--- src/sv/proportional_share_slice_scheduler_top_macros.svh ---
// assertion macros shared by the scheduler rtl
`ifndef PROPORTIONAL_SHARE_SLICE_SCHEDULER_TOP_MACROS_SVH
`define PROPORTIONAL_SHARE_SLICE_SCHEDULER_TOP_MACROS_SVH

// condition and consequence in the same cycle
`define PSS_ASSERT_SAME(label, clk, rst_n, ante, cons) \
    label: assert property (@(posedge clk) disable iff (!rst_n) (ante) |-> (cons)) \
        else $error("pss assertion failed");

// consequence in the cycle after the condition
`define PSS_ASSERT_NEXT(label, clk, rst_n, ante, cons) \
    label: assert property (@(posedge clk) disable iff (!rst_n) (ante) |=> (cons)) \
        else $error("pss assertion failed");

`endif

--- src/sv/pss_pkg.sv ---
`timescale 1ns / 1ps

package pss_pkg;

    localparam int MAX_TASKS = 16;
    localparam int IDX_W     = $clog2(MAX_TASKS);
    localparam int CNT_W     = $clog2(MAX_TASKS + 1);

    localparam int KIND_W    = 2;
    localparam int ID_W      = 16;
    localparam int BURST_W   = 16;
    localparam int WEIGHT_W  = 8;
    localparam int TOTAL_W   = 12;
    localparam int QUANT_W   = 16;
    localparam int TIME_W    = 32;
    localparam int STATUS_W  = 2;
    localparam int PROD_W    = WEIGHT_W + QUANT_W;
    localparam int DIVC_W    = $clog2(PROD_W);
    localparam int ENTRY_W   = ID_W + BURST_W + WEIGHT_W;
    localparam int CFG_IDX_W = 1;

    localparam logic [TOTAL_W-1:0] TOTAL_MAX = '1;

    // item kinds
    localparam logic [KIND_W-1:0] KIND_CLEAR = 2'd0;
    localparam logic [KIND_W-1:0] KIND_LOAD  = 2'd1;
    localparam logic [KIND_W-1:0] KIND_NEXT  = 2'd2;

    // configuration register indexes
    localparam logic [CFG_IDX_W-1:0] REG_QUANTUM    = 1'b0;
    localparam logic [CFG_IDX_W-1:0] REG_TASK_COUNT = 1'b1;

    typedef enum logic [STATUS_W-1:0] {
        STATUS_GRANTED  = 2'd0,
        STATUS_FINISHED = 2'd1,
        STATUS_INVALID  = 2'd2
    } t_status;

    typedef enum logic [2:0] {
        ST_IDLE,
        ST_START,
        ST_SCAN,
        ST_MUL,
        ST_DIV,
        ST_EMIT
    } t_state;

endpackage

--- src/sv/pss_ram.sv ---
`timescale 1ns / 1ps

module pss_ram #(
    parameter int WIDTH = 8,
    parameter int DEPTH = 16,
    localparam int AW = $clog2(DEPTH)
) (
    input  logic             i_clk,
    input  logic             i_we,
    input  logic [AW-1:0]    i_waddr,
    input  logic [WIDTH-1:0] i_wdata,
    input  logic [AW-1:0]    i_raddr,
    output logic [WIDTH-1:0] o_rdata
);

    logic [WIDTH-1:0] r_mem [DEPTH];
    logic [WIDTH-1:0] r_rdata;

    always_ff @(posedge i_clk) begin
        if (i_we) begin
            r_mem[i_waddr] <= i_wdata;
        end
        r_rdata <= r_mem[i_raddr];
    end

    assign o_rdata = r_rdata;

endmodule

--- src/sv/proportional_share_slice_scheduler_top.sv ---
`timescale 1ns / 1ps
`include "proportional_share_slice_scheduler_top_macros.svh"

// Proportional-share slice scheduler. A table of 16 tasks (id, remaining burst, weight) sits
// in one synchronous RAM; per-entry finished flags, the total weight, the current time and the
// round-robin pointer are registers. Clear and load items are taken back to back. A next item
// walks the finished flags one entry per cycle from the round-robin pointer, reads the chosen
// entry, forms weight * quantum in one multiply and divides it by the total weight with a
// restoring divider that produces one quotient bit per cycle. While a next item is in flight
// the input side is stalled. The result waits in an output register, so clear and load items
// are taken while it is unclaimed. Configuration writes are always ready and must only be
// issued while the block is idle.
module proportional_share_slice_scheduler_top (
    input  logic                                  i_clk,
    input  logic                                  i_rst_n,
    // input item channel
    input  logic                                  i_in_valid,
    output logic                                  o_in_stall,
    input  logic [pss_pkg::KIND_W-1:0]            i_kind,
    input  logic [pss_pkg::IDX_W-1:0]             i_slot,
    input  logic [pss_pkg::ID_W-1:0]              i_process_id,
    input  logic [pss_pkg::BURST_W-1:0]           i_burst_time,
    input  logic [pss_pkg::WEIGHT_W-1:0]          i_weight,
    // result channel
    output logic                                  o_out_valid,
    input  logic                                  i_out_stall,
    output logic [pss_pkg::STATUS_W-1:0]          o_status,
    output logic [pss_pkg::ID_W-1:0]              o_task_id,
    output logic [pss_pkg::TIME_W-1:0]            o_start_time,
    output logic [pss_pkg::TIME_W-1:0]            o_end_time,
    // configuration write channel
    input  logic                                  i_cfg_valid,
    output logic                                  o_cfg_ready,
    input  logic [pss_pkg::CFG_IDX_W-1:0]         i_cfg_index,
    input  logic [pss_pkg::QUANT_W-1:0]           i_cfg_data
);

    import pss_pkg::*;

    // control
    t_state                 r_state, n_state;
    t_status                r_res;

    // configuration registers
    logic [QUANT_W-1:0]     r_quantum;
    logic [CNT_W-1:0]       r_task_count;

    // scheduler state
    logic [MAX_TASKS-1:0]   r_done;
    logic [TOTAL_W-1:0]     r_weight_total;
    logic [TIME_W-1:0]      r_time;
    logic [IDX_W-1:0]       r_scan;

    // per-item working registers
    logic [IDX_W-1:0]       r_pos;
    logic [IDX_W-1:0]       r_k;
    logic [CNT_W-1:0]       r_count;
    logic [ID_W-1:0]        r_id;
    logic [BURST_W-1:0]     r_rem;
    logic [WEIGHT_W-1:0]    r_weight;
    logic [PROD_W-1:0]      r_prod;       // product, then quotient as bits shift in
    logic [TOTAL_W-1:0]     r_div_rem;
    logic [DIVC_W-1:0]      r_div_cnt;

    // result register
    logic                   r_out_valid;
    logic [STATUS_W-1:0]    r_status;
    logic [ID_W-1:0]        r_task_id;
    logic [TIME_W-1:0]      r_start_time;
    logic [TIME_W-1:0]      r_end_time;

    // handshakes
    logic                   w_in_acc;
    logic                   w_out_free;
    logic                   w_emit;

    // scan helpers
    logic [CNT_W-1:0]       w_count;
    logic [CNT_W-1:0]       w_pos_inc;
    logic [IDX_W-1:0]       w_pos_next;
    logic [IDX_W-1:0]       w_pos_first;
    logic [IDX_W-1:0]       w_k_last;
    logic                   w_invalid;
    logic                   w_scan_hit;
    logic                   w_scan_end;

    // divider step
    logic [TOTAL_W:0]       w_div_sh;
    logic [TOTAL_W:0]       w_div_sub;
    logic                   w_div_ge;

    // slice arithmetic
    logic [PROD_W-1:0]      w_slice;
    logic [BURST_W-1:0]     w_run;
    logic [BURST_W-1:0]     w_rem_new;
    logic [TIME_W-1:0]      w_end;

    // weight accumulation
    logic [TOTAL_W:0]       w_total_sum;
    logic [TOTAL_W-1:0]     w_total_sat;

    // table ram
    logic                   w_ram_we;
    logic [IDX_W-1:0]       w_ram_waddr;
    logic [ENTRY_W-1:0]     w_ram_wdata;
    logic [ENTRY_W-1:0]     w_ram_rdata;
    logic [ID_W-1:0]        w_rd_id;
    logic [BURST_W-1:0]     w_rd_rem;
    logic [WEIGHT_W-1:0]    w_rd_weight;

    // result fields
    logic [ID_W-1:0]        w_res_id;
    logic [TIME_W-1:0]      w_res_start;
    logic [TIME_W-1:0]      w_res_end;

    assign o_in_stall  = (r_state != ST_IDLE);
    assign o_cfg_ready = 1'b1;
    assign w_in_acc    = i_in_valid && !o_in_stall;
    assign w_out_free  = !r_out_valid || !i_out_stall;
    assign w_emit      = (r_state == ST_EMIT) && w_out_free;

    // task_count above the table size acts as the table size
    assign w_count     = (r_task_count > CNT_W'(MAX_TASKS)) ? CNT_W'(MAX_TASKS) : r_task_count;
    assign w_pos_inc   = CNT_W'(r_pos) + CNT_W'(1);
    assign w_pos_next  = (w_pos_inc < w_count) ? w_pos_inc[IDX_W-1:0] : '0;
    assign w_pos_first = (CNT_W'(r_scan) < w_count) ? r_scan : '0;
    assign w_k_last    = IDX_W'(r_count - CNT_W'(1));
    assign w_invalid   = (r_weight_total == '0) || (r_quantum == '0);
    assign w_scan_hit  = !r_done[r_pos];
    assign w_scan_end  = (r_k == w_k_last);

    // restoring division: one quotient bit per cycle
    assign w_div_sh  = {r_div_rem, r_prod[PROD_W-1]};
    assign w_div_sub = w_div_sh - {1'b0, r_weight_total};
    assign w_div_ge  = (w_div_sh >= {1'b0, r_weight_total});

    // zero slice is raised to one while work remains
    assign w_slice   = ((r_prod == '0) && (r_rem != '0)) ? PROD_W'(1) : r_prod;
    assign w_run     = ({{(PROD_W-BURST_W){1'b0}}, r_rem} < w_slice) ? r_rem
                                                                     : w_slice[BURST_W-1:0];
    assign w_rem_new = r_rem - w_run;
    assign w_end     = r_time + TIME_W'(w_run);

    // total weight saturates instead of wrapping
    assign w_total_sum = {1'b0, r_weight_total} + (TOTAL_W+1)'(i_weight);
    assign w_total_sat = w_total_sum[TOTAL_W] ? TOTAL_MAX : w_total_sum[TOTAL_W-1:0];

    assign {w_rd_id, w_rd_rem, w_rd_weight} = w_ram_rdata;

    // ram write port: load in idle, remaining-burst write-back on a granted slice
    always_comb begin
        w_ram_we    = 1'b0;
        w_ram_waddr = r_pos;
        w_ram_wdata = {r_id, w_rem_new, r_weight};
        if (r_state == ST_IDLE) begin
            w_ram_we    = w_in_acc && (i_kind == KIND_LOAD);
            w_ram_waddr = i_slot;
            w_ram_wdata = {i_process_id, i_burst_time, i_weight};
        end else if (w_emit && (r_res == STATUS_GRANTED)) begin
            w_ram_we    = 1'b1;
        end
    end

    pss_ram #(
        .WIDTH (ENTRY_W),
        .DEPTH (MAX_TASKS)
    ) u_table (
        .i_clk   (i_clk),
        .i_we    (w_ram_we),
        .i_waddr (w_ram_waddr),
        .i_wdata (w_ram_wdata),
        .i_raddr (r_pos),
        .o_rdata (w_ram_rdata)
    );

    // next state
    always_comb begin
        n_state = r_state;
        case (r_state)
            ST_IDLE: begin
                if (w_in_acc && (i_kind == KIND_NEXT)) begin
                    n_state = ST_START;
                end
            end
            ST_START: begin
                if (w_invalid || (w_count == '0)) begin
                    n_state = ST_EMIT;
                end else begin
                    n_state = ST_SCAN;
                end
            end
            ST_SCAN: begin
                if (w_scan_hit) begin
                    n_state = ST_MUL;
                end else if (w_scan_end) begin
                    n_state = ST_EMIT;
                end
            end
            ST_MUL: begin
                n_state = ST_DIV;
            end
            ST_DIV: begin
                if (r_div_cnt == DIVC_W'(PROD_W - 1)) begin
                    n_state = ST_EMIT;
                end
            end
            ST_EMIT: begin
                if (w_out_free) begin
                    n_state = ST_IDLE;
                end
            end
            default: begin
                n_state = ST_IDLE;
            end
        endcase
    end

    // result fields per outcome
    always_comb begin
        case (r_res)
            STATUS_GRANTED: begin
                w_res_id    = r_id;
                w_res_start = r_time;
                w_res_end   = w_end;
            end
            STATUS_FINISHED: begin
                w_res_id    = '0;
                w_res_start = r_time;
                w_res_end   = r_time;
            end
            default: begin
                w_res_id    = '0;
                w_res_start = '0;
                w_res_end   = '0;
            end
        endcase
    end

    // control and scheduler state
    always_ff @(posedge i_clk) begin
        if (!i_rst_n) begin
            r_state        <= ST_IDLE;
            r_quantum      <= QUANT_W'(1);
            r_task_count   <= '0;
            r_done         <= '1;
            r_weight_total <= '0;
            r_time         <= '0;
            r_scan         <= '0;
            r_out_valid    <= 1'b0;
        end else begin
            r_state <= n_state;

            if (i_cfg_valid && o_cfg_ready) begin
                case (i_cfg_index)
                    REG_QUANTUM:    r_quantum    <= i_cfg_data;
                    REG_TASK_COUNT: r_task_count <= i_cfg_data[CNT_W-1:0];
                    default: ;
                endcase
            end

            if (w_in_acc) begin
                case (i_kind)
                    KIND_CLEAR: begin
                        r_done         <= '1;
                        r_weight_total <= '0;
                        r_time         <= '0;
                        r_scan         <= '0;
                    end
                    KIND_LOAD: begin
                        r_done[i_slot] <= 1'b0;
                        r_weight_total <= w_total_sat;
                    end
                    default: ;
                endcase
            end

            if (w_emit && (r_res == STATUS_GRANTED)) begin
                r_time <= w_end;
                r_scan <= w_pos_next;
                if (w_rem_new == '0) begin
                    r_done[r_pos] <= 1'b1;
                end
            end

            if (w_emit) begin
                r_out_valid <= 1'b1;
            end else if (!i_out_stall) begin
                r_out_valid <= 1'b0;
            end
        end
    end

    // per-item datapath and result payload
    always_ff @(posedge i_clk) begin
        case (r_state)
            ST_START: begin
                r_count <= w_count;
                r_pos   <= w_pos_first;
                r_k     <= '0;
                if (w_invalid) begin
                    r_res <= STATUS_INVALID;
                end else begin
                    r_res <= STATUS_FINISHED;
                end
            end
            ST_SCAN: begin
                if (w_scan_hit) begin
                    r_res <= STATUS_GRANTED;
                end else if (!w_scan_end) begin
                    r_pos <= w_pos_next;
                    r_k   <= r_k + IDX_W'(1);
                end
            end
            ST_MUL: begin
                r_id      <= w_rd_id;
                r_rem     <= w_rd_rem;
                r_weight  <= w_rd_weight;
                r_prod    <= PROD_W'(w_rd_weight) * PROD_W'(r_quantum);
                r_div_rem <= '0;
                r_div_cnt <= '0;
            end
            ST_DIV: begin
                r_div_rem <= w_div_ge ? w_div_sub[TOTAL_W-1:0] : w_div_sh[TOTAL_W-1:0];
                r_prod    <= {r_prod[PROD_W-2:0], w_div_ge};
                r_div_cnt <= r_div_cnt + DIVC_W'(1);
            end
            default: ;
        endcase

        if (w_emit) begin
            r_status     <= r_res;
            r_task_id    <= w_res_id;
            r_start_time <= w_res_start;
            r_end_time   <= w_res_end;
        end
    end

    assign o_out_valid  = r_out_valid;
    assign o_status     = r_status;
    assign o_task_id    = r_task_id;
    assign o_start_time = r_start_time;
    assign o_end_time   = r_end_time;

    // a new result only appears after the emit state
    `PSS_ASSERT_SAME(a_result_from_emit, i_clk, i_rst_n, $rose(o_out_valid), $past(r_state) == ST_EMIT)
    // scan never runs past the active entries
    `PSS_ASSERT_SAME(a_scan_bounded, i_clk, i_rst_n, r_state == ST_SCAN, CNT_W'(r_k) < r_count)
    // partial remainder stays below the divisor
    `PSS_ASSERT_SAME(a_div_rem_low, i_clk, i_rst_n, r_state == ST_DIV, r_div_rem < r_weight_total)
    // a loaded entry takes part in scheduling at once
    `PSS_ASSERT_NEXT(a_load_arms, i_clk, i_rst_n, w_in_acc && (i_kind == KIND_LOAD), !r_done[$past(i_slot)])

endmodule
--- config.mk ---
export PLATFORM = sky130hd
export DESIGN_NAME = proportional_share_slice_scheduler_top
export DESIGN_NICKNAME = d
export VERILOG_FILES = /design/src/sv/pss_pkg.sv /design/src/sv/pss_ram.sv /design/src/sv/proportional_share_slice_scheduler_top.sv
export VERILOG_INCLUDE_DIRS = /design/src /design/src/sv
export SDC_FILE = /design/constraint.sdc
export NUM_CORES = 2
export LEC_CHECK = 0
export ABC_AREA = 1
export BUFFER_PORTS_ARGS = -buffer_cell sky130_fd_sc_hd__buf_2
export CORE_MARGIN = 2
export CORE_UTILIZATION = 44
export CTS_CLUSTER_DIAMETER = 50
export DETAILED_ROUTE_END_ITERATION = 6
export PLACE_DENSITY = 0.59
export SKIP_CTS_REPAIR_TIMING = 1
export SYNTH_ARGS = -nofsm -noshare
export SYNTH_HDL_FRONTEND = slang
export SYNTH_SLANG_ARGS = --single-unit
export TNS_END_PERCENT = 20
--- constraint.sdc ---
create_clock -name i_clk -period 9.7 [get_ports i_clk]
set_clock_uncertainty 0.2 [all_clocks]
set_input_delay 0.97 -clock i_clk [delete_from_list [all_inputs] [get_ports i_clk]]
set_output_delay 0.97 -clock i_clk [all_outputs]
set_load 0.02 [all_outputs]
* Word-level counts from Yosys, hierarchy flattened
Memories as Yosys holds them, arrays and structs flattened. A register that Yosys moved wholly into a read port is not among the register bits. Cells that the tools add are included.
Operators by class: multipliers 1, shift operators 0, order comparisons 9, bitwise operators 4, divide/modulo/power cells 0, equality and inequality tests 18, reductions and logical operators 37, add/sub/neg operators 8, mux-type cells 53
Operator list (count):
- $mux W32 | 3
- $mux W16 | 5
- $pmux W32 S2 | 1
- $pmux W12 S2 | 2
- $pmux W24 S2 | 1
- $mux W4 | 10
- $mux W40 | 1
- $add A32 B16 Y32 | 1
- $logic_not A16 Y1 | 2
- $pmux W16 S2 | 1
- $logic_not A24 Y1 | 1
- $lt A16 B24 Y1 | 1
- $mul A8 B16 Y24 | 1
- $mux W12 | 2
- $mux W24 | 1
- $mux W3 | 6
- $pmux W3 S6 | 1
- $and A16 B16 Y16 | 1
- $not A16 Y16 | 1
- $or A16 B16 Y16 | 1
- $pmux W4 S2 | 2
- $reduce_bool A16 Y1 | 1
- $sub A16 B16 Y16 | 1
- $add A12 B8 Y13 | 1
- 42 further kinds | 82
Word-level totals: output and inout bits 85, bits in registers 266, bits in latches 0, bits in writable memories 640, input port bits 68, memories kept 1, ROM bits 0, logic and storage cells 153
Memories:
- u_table.r_mem | depth 16, width 40, rd ports 1, clocked after Yosys merged registers in 1, wr ports 1, RTL line pss_ram.sv:16 | logic [WIDTH-1:0] r_mem [DEPTH];

* Longest topological paths before layout
word-level depth 12, gate-level depth with buffers 41

* By module
From an unflattened synthesis, not the netlist that was laid out.
Second synthesis, totals: cell total of the unflattened synthesis 4927, area total of the unflattened synthesis 46856.2 um2
Modules (own cells, without submodules):
- pss_ram | instances 1, area an instance 28318.4 um2, cells an instance 2643, sequential area each 20019.2 um2
- proportional_share_slice_scheduler_top | instances 1, area an instance 18537.8 um2, cells an instance 2284, sequential area each 7096.8 um2

* Worst setup path after synthesis
No wires, ideal clock.
kind in2reg, from input i_out_stall, to memory u_table.r_mem[0][0] (netlist name), enable pin, arrival time 7.232 ns, slack 1.830 ns, buffers on the path 0, cell stages on the path 7, cell sequence nand2_1 -> inv_1 -> nor2_1 -> nand2_1 -> o21ai_0 -> nand3_1 -> nor2_1
Between the ends: longest elaborated chain between the ends 8
Ends and longest elaborated chain:
- from (decl) | RTL line proportional_share_slice_scheduler_top.sv:26 | input logic i_out_stall,
- $logic_not A1 Y1
- $logic_or A1 B1 Y1 | RTL line proportional_share_slice_scheduler_top.sv:119 | assign w_out_free = !r_out_valid || !i_out_stall;
- $logic_and A1 B1 Y1 | RTL line proportional_share_slice_scheduler_top.sv:120 | assign w_emit = (r_state == ST_EMIT) && w_out_free;
- named net w_emit | RTL line proportional_share_slice_scheduler_top.sv:75 | logic w_emit;
- $logic_and A1 B1 Y1 | RTL line proportional_share_slice_scheduler_top.sv:159 | end else if (w_emit && (r_res == STATUS_GRANTED)) begin
- $mux W1 | RTL line proportional_share_slice_scheduler_top.sv:159
- $mux W1 | RTL line proportional_share_slice_scheduler_top.sv:155 | if (r_state == ST_IDLE) begin
- $mux W1 | RTL line pss_ram.sv:20 | if (i_we) begin
- $mux W1 (implied by the code) | RTL line pss_ram.sv:21 | r_mem[i_waddr] <= i_wdata;
- to (decl) | RTL line pss_ram.sv:16
The timed path passes the listed nets, and every way through them passes these cells.

* Final worst setup path
from register u_table.r_rdata[2] (netlist: u_table.o_rdata[2]), read port of u_table.r_mem, to register r_prod[20] (data pin)
Between the ends: longest elaborated chain between the ends 2
Ends and longest elaborated chain:
- from (decl) | RTL line pss_ram.sv:17 | logic [WIDTH-1:0] r_rdata;
- $mul A8 B16 Y24 | RTL line proportional_share_slice_scheduler_top.sv:318 | r_prod <= PROD_W'(w_rd_weight) * PROD_W'(r_quantum);
- $pmux W24 S2 | RTL line proportional_share_slice_scheduler_top.sv:295 | case (r_state)
- to (signal assigned) | RTL line proportional_share_slice_scheduler_top.sv:318
- to (signal assigned) | RTL line proportional_share_slice_scheduler_top.sv:324 | r_prod <= {r_prod[PROD_W-2:0], w_div_ge};
- to (decl) | RTL line proportional_share_slice_scheduler_top.sv:61 | logic [PROD_W-1:0] r_prod;
No other way between the ends. A chain may end at the register's enable or synchronous reset.

==> qor.txt <==
Cell Pwr Density -> 271 mW/mm²
Chip height -> 319 µm
Max Root-Sink Buffers -> 3
EDFF count, synth -> 817
Shortest period the worst path allows -> 5450 ps
Clock latency on the worst-skew pair -> 690 ps
Post-Route WL -> 118000 µm
Largest net degree at the start of global routing -> 217
FF+latch area -> 0.0271 mm²
Total gr overflow -> 0
Post-place instance area -> 0.0460 mm²
Fin Setup TNS -> 0 ps
Initial core utilization -> 44.4%
DP Worst Slack -> 4290 ps
Synth warn -> 0
Worst Tran Pin Value -> 1360 ps
First-pass GRT wire length -> 179000 µm
Gate Count Post-Synth -> 4109
All-layer global routing usage -> 22.8%
Critical Path End Type -> flip-flop
CTS root buf -> clkbuf_16
Final WS setup -> 4250 ps
Sequential fraction of the synthesis area -> 62.0%
Placeable Area -> 0.0984 mm²
Starting DRT DRC Count -> 2922
Vias in the first global route -> 29400
Filler Cells Inserted -> 8868
Top Ports -> 153
Setup-failing EPs final -> 0
Clk sinks -> 946
Area of the multi-input gates -> 0.0146 mm²
Slowest CP cell -> dfxtp_1
Yosys reg bits -> 946
Synth top area cells -> edfxtp_1 (56%), nand2_1 (6.0%), dfxtp_1 (5.9%)
Yosys top cell area share -> 56.1%
Final Hold Vio Count -> 0
Inserted Diodes -> 0
Synth cell types -> 53
Most frequent cells in the layout -> edfxtp_1 (817), nand2_1 (698), nor2_1 (499)
Most used DFF post-synth -> edfxtp_1
Pwr Total -> 13500 µW
Die Width -> 319 µm
Critical-path maximum fanout -> 17
Design Area, Final -> 0.0498 mm²
Clock slew at reported path FFs -> 60 ps
Startpoint Class -> flip-flop
Final HPWL DP -> 66600 µm
Site Rows -> 115
Status -> complete, no violations
Detailed-route wire length per cell -> 21.1 µm
Worst VDD drop -> 0.178 mV
Vias/cell -> 5.49
F_max -> 184 MHz
Relative slew margins -> 9.20%
Critical path type -> flip-flop to flip-flop
Vias post-DR -> 30800
P_leak -> 0.0188 µW
Ys async rst share -> 0%
Worst Path Required -> 9900 ps
Input/output buffers -> 151
Area grow syn2layout -> 14.0%
Post-DRT Antenna Nets -> 0
RSZ-0062 raised after global routing -> no
Cell Chain, Critical Path -> nand2_1 > fa_1 > fa_1 > inv_1 > fa_1 > fa_1 > ha_1 > a21oi_1 > o21ai_1 > a21oi_1 > inv_1 > a21oi_1 > o21ai_1 > a21boi_0 > o21ai_1 > xor2_1 > o21ai_1
Hold WS -> 203 ps
Avg Cell Area, Syn -> 10.6 µm²
Max cap viols -> 0
Max stage delay on crit path -> 840 ps
Drt pass-1 iters -> 5
DRC Markers -> 0
Arrival time at the worst endpoint -> 5650 ps
GP Congestion -> 0.921
Final #Nets -> 4507
Synth area leader -> edfxtp_1
Most common cell after layout, fill and taps aside -> edfxtp_1
CTS tree -> built
Share of layout cells above drive strength 1 -> 10.4%
Hold Crit Class -> flip-flop to flip-flop
Net Count, Synth -> 4389
TritonCTS buffer count -> 107
Final Max Slew Viols -> 0
H-Tree Level Count -> 3
Final Cycle Share -> 56.2%
Netlist Area Pre-Place -> 0.0437 mm²
Antenna violations before repair -> 3
Die area -> 0.102 mm²
worst max-delay path: cells and delay by family, from the launching register on:
| family | cells | cell delay (ps) |
|---|---|---|
| xor gates and xnor gates | 1 | 150 |
| adders and majority gates | 5 | 2330 |
| buffers and inverters | 2 | 130 |
| and+or+nand+nor | 1 | 160 |
| AOI/OAI and AO/OA | 8 | 1370 |
| DFF | 1 | 840 |
synthesized netlist by cell type, types with 2 or more instances:
| master | number |
|---|---|
| a21oi_1 | 160 |
| buf_6 | 2 |
| a31oi_1 | 3 |
| o21ai_2 | 4 |
| nor3b_1 | 2 |
| clkbuf_1 | 192 |
| nor2_2 | 2 |
| o21ai_0 | 490 |
| a2111oi_0 | 2 |
| o21bai_1 | 2 |
| inv_2 | 2 |
| o221ai_1 | 2 |
| o21ai_1 | 7 |
| a211oi_1 | 5 |
| clkinv_1 | 5 |
| or2_2 | 4 |
| inv_1 | 360 |
| edfxtp_1 | 817 |
| xor2_1 | 57 |
| xnor2_1 | 17 |
| fa_1 | 88 |
| nand2_2 | 7 |
| o211ai_1 | 2 |
| a21o_1 | 5 |
| nand4_1 | 63 |
| nor2_1 | 523 |
| dfxtp_1 | 129 |
| ha_1 | 124 |
| nand2_1 | 698 |
| a21boi_0 | 3 |
| nor3_1 | 25 |
| nand3_1 | 86 |
| o22ai_1 | 166 |
| and2_1 | 2 |
| o31ai_1 | 4 |
| buf_2 | 6 |
| buf_1 | 11 |
| nor4_1 | 12 |
| a32o_1 | 3 |
| nand3_2 | 4 |
area by class of cell:
| type | count | share of cell area, % |
|---|---|---|
| Sequential cell | 946 | 54.4 |
| Multi-Input combinational cell | 2584 | 29.3 |
| Clock buffer | 139 | 5.90 |
| Tap cell | 1287 | 3.23 |
| Inverter | 367 | 2.78 |
| Timing Repair Buffer | 221 | 2.60 |
| Clock inverter | 64 | 1.79 |
per-layer routing:
layer	routed length, µm	up-vias	share of wire, %	track usage [%]
met2	54700	962	46	36.5
met4	2600	0	2.2	6.16
li1	-	14400	-	-
met1	52800	15200	45	32.8
met3	8000	168	6.8	3.11
met5	0	-	0	0
state kept, by name, summed over array words and instances, names as in the netlist, 4 cells and up:
| signal | flops |
|---|---|
| r_scan | 4 |
| r_time | 32 |
| r_id | 16 |
| o_start_time | 32 |
| r_prod | 24 |
| r_weight_total | 12 |
| r_task_count | 5 |
| r_weight | 8 |
| r_done | 16 |
| u_table.r_mem | 640 |
| r_k | 4 |
| r_div_rem | 12 |
| r_quantum | 16 |
| o_end_time | 32 |
| u_table.o_rdata | 40 |
| o_task_id | 16 |
| r_pos | 4 |
| r_count | 4 |
| r_rem | 16 |
| r_div_cnt | 5 |
cell families (layout without fill, tap and decap cells):
family          Yosys count  count (layout)  synth area share, %
compound gates          866             866                 10.7
fa+ha+maj               212             212                 7.58
simple gates           1431            1431                 13.2
xor+xnor                 74              74                 1.48
other cells               1               1              0.00857
flops                   946             946                 62.0
buf+inv                 579             791                 5.03
where the power goes:
| group | internal, µW | switching (µW) | total [µW] |
|---|---|---|---|
| combinational | 1070 | 2620 | 3700 |
| clock | 2600 | 1710 | 4310 |
| sequential | 5230 | 263 | 5500 |
final timing paths:
kind	cells after the start	to	slack (ps)	start
max reg2reg	17	r_prod[20]	4250	u_table.o_rdata[2]
min reg2reg	0	r_id[11]	200	u_table.o_rdata[35]
max	17	r_prod[20]	4250	u_table.o_rdata[2]
min	0	r_id[11]	200	u_table.o_rdata[35]
stage by stage:
step                      util [%]  cells
after floorplan                  -   4109
after global placement        46.8   5405
after detailed placement      46.8   5405
after CTS                     50.6   5608
after global routing          50.6   5608
final                         50.6   5608
No activity file was read; power rests on OpenSTA's default activity.
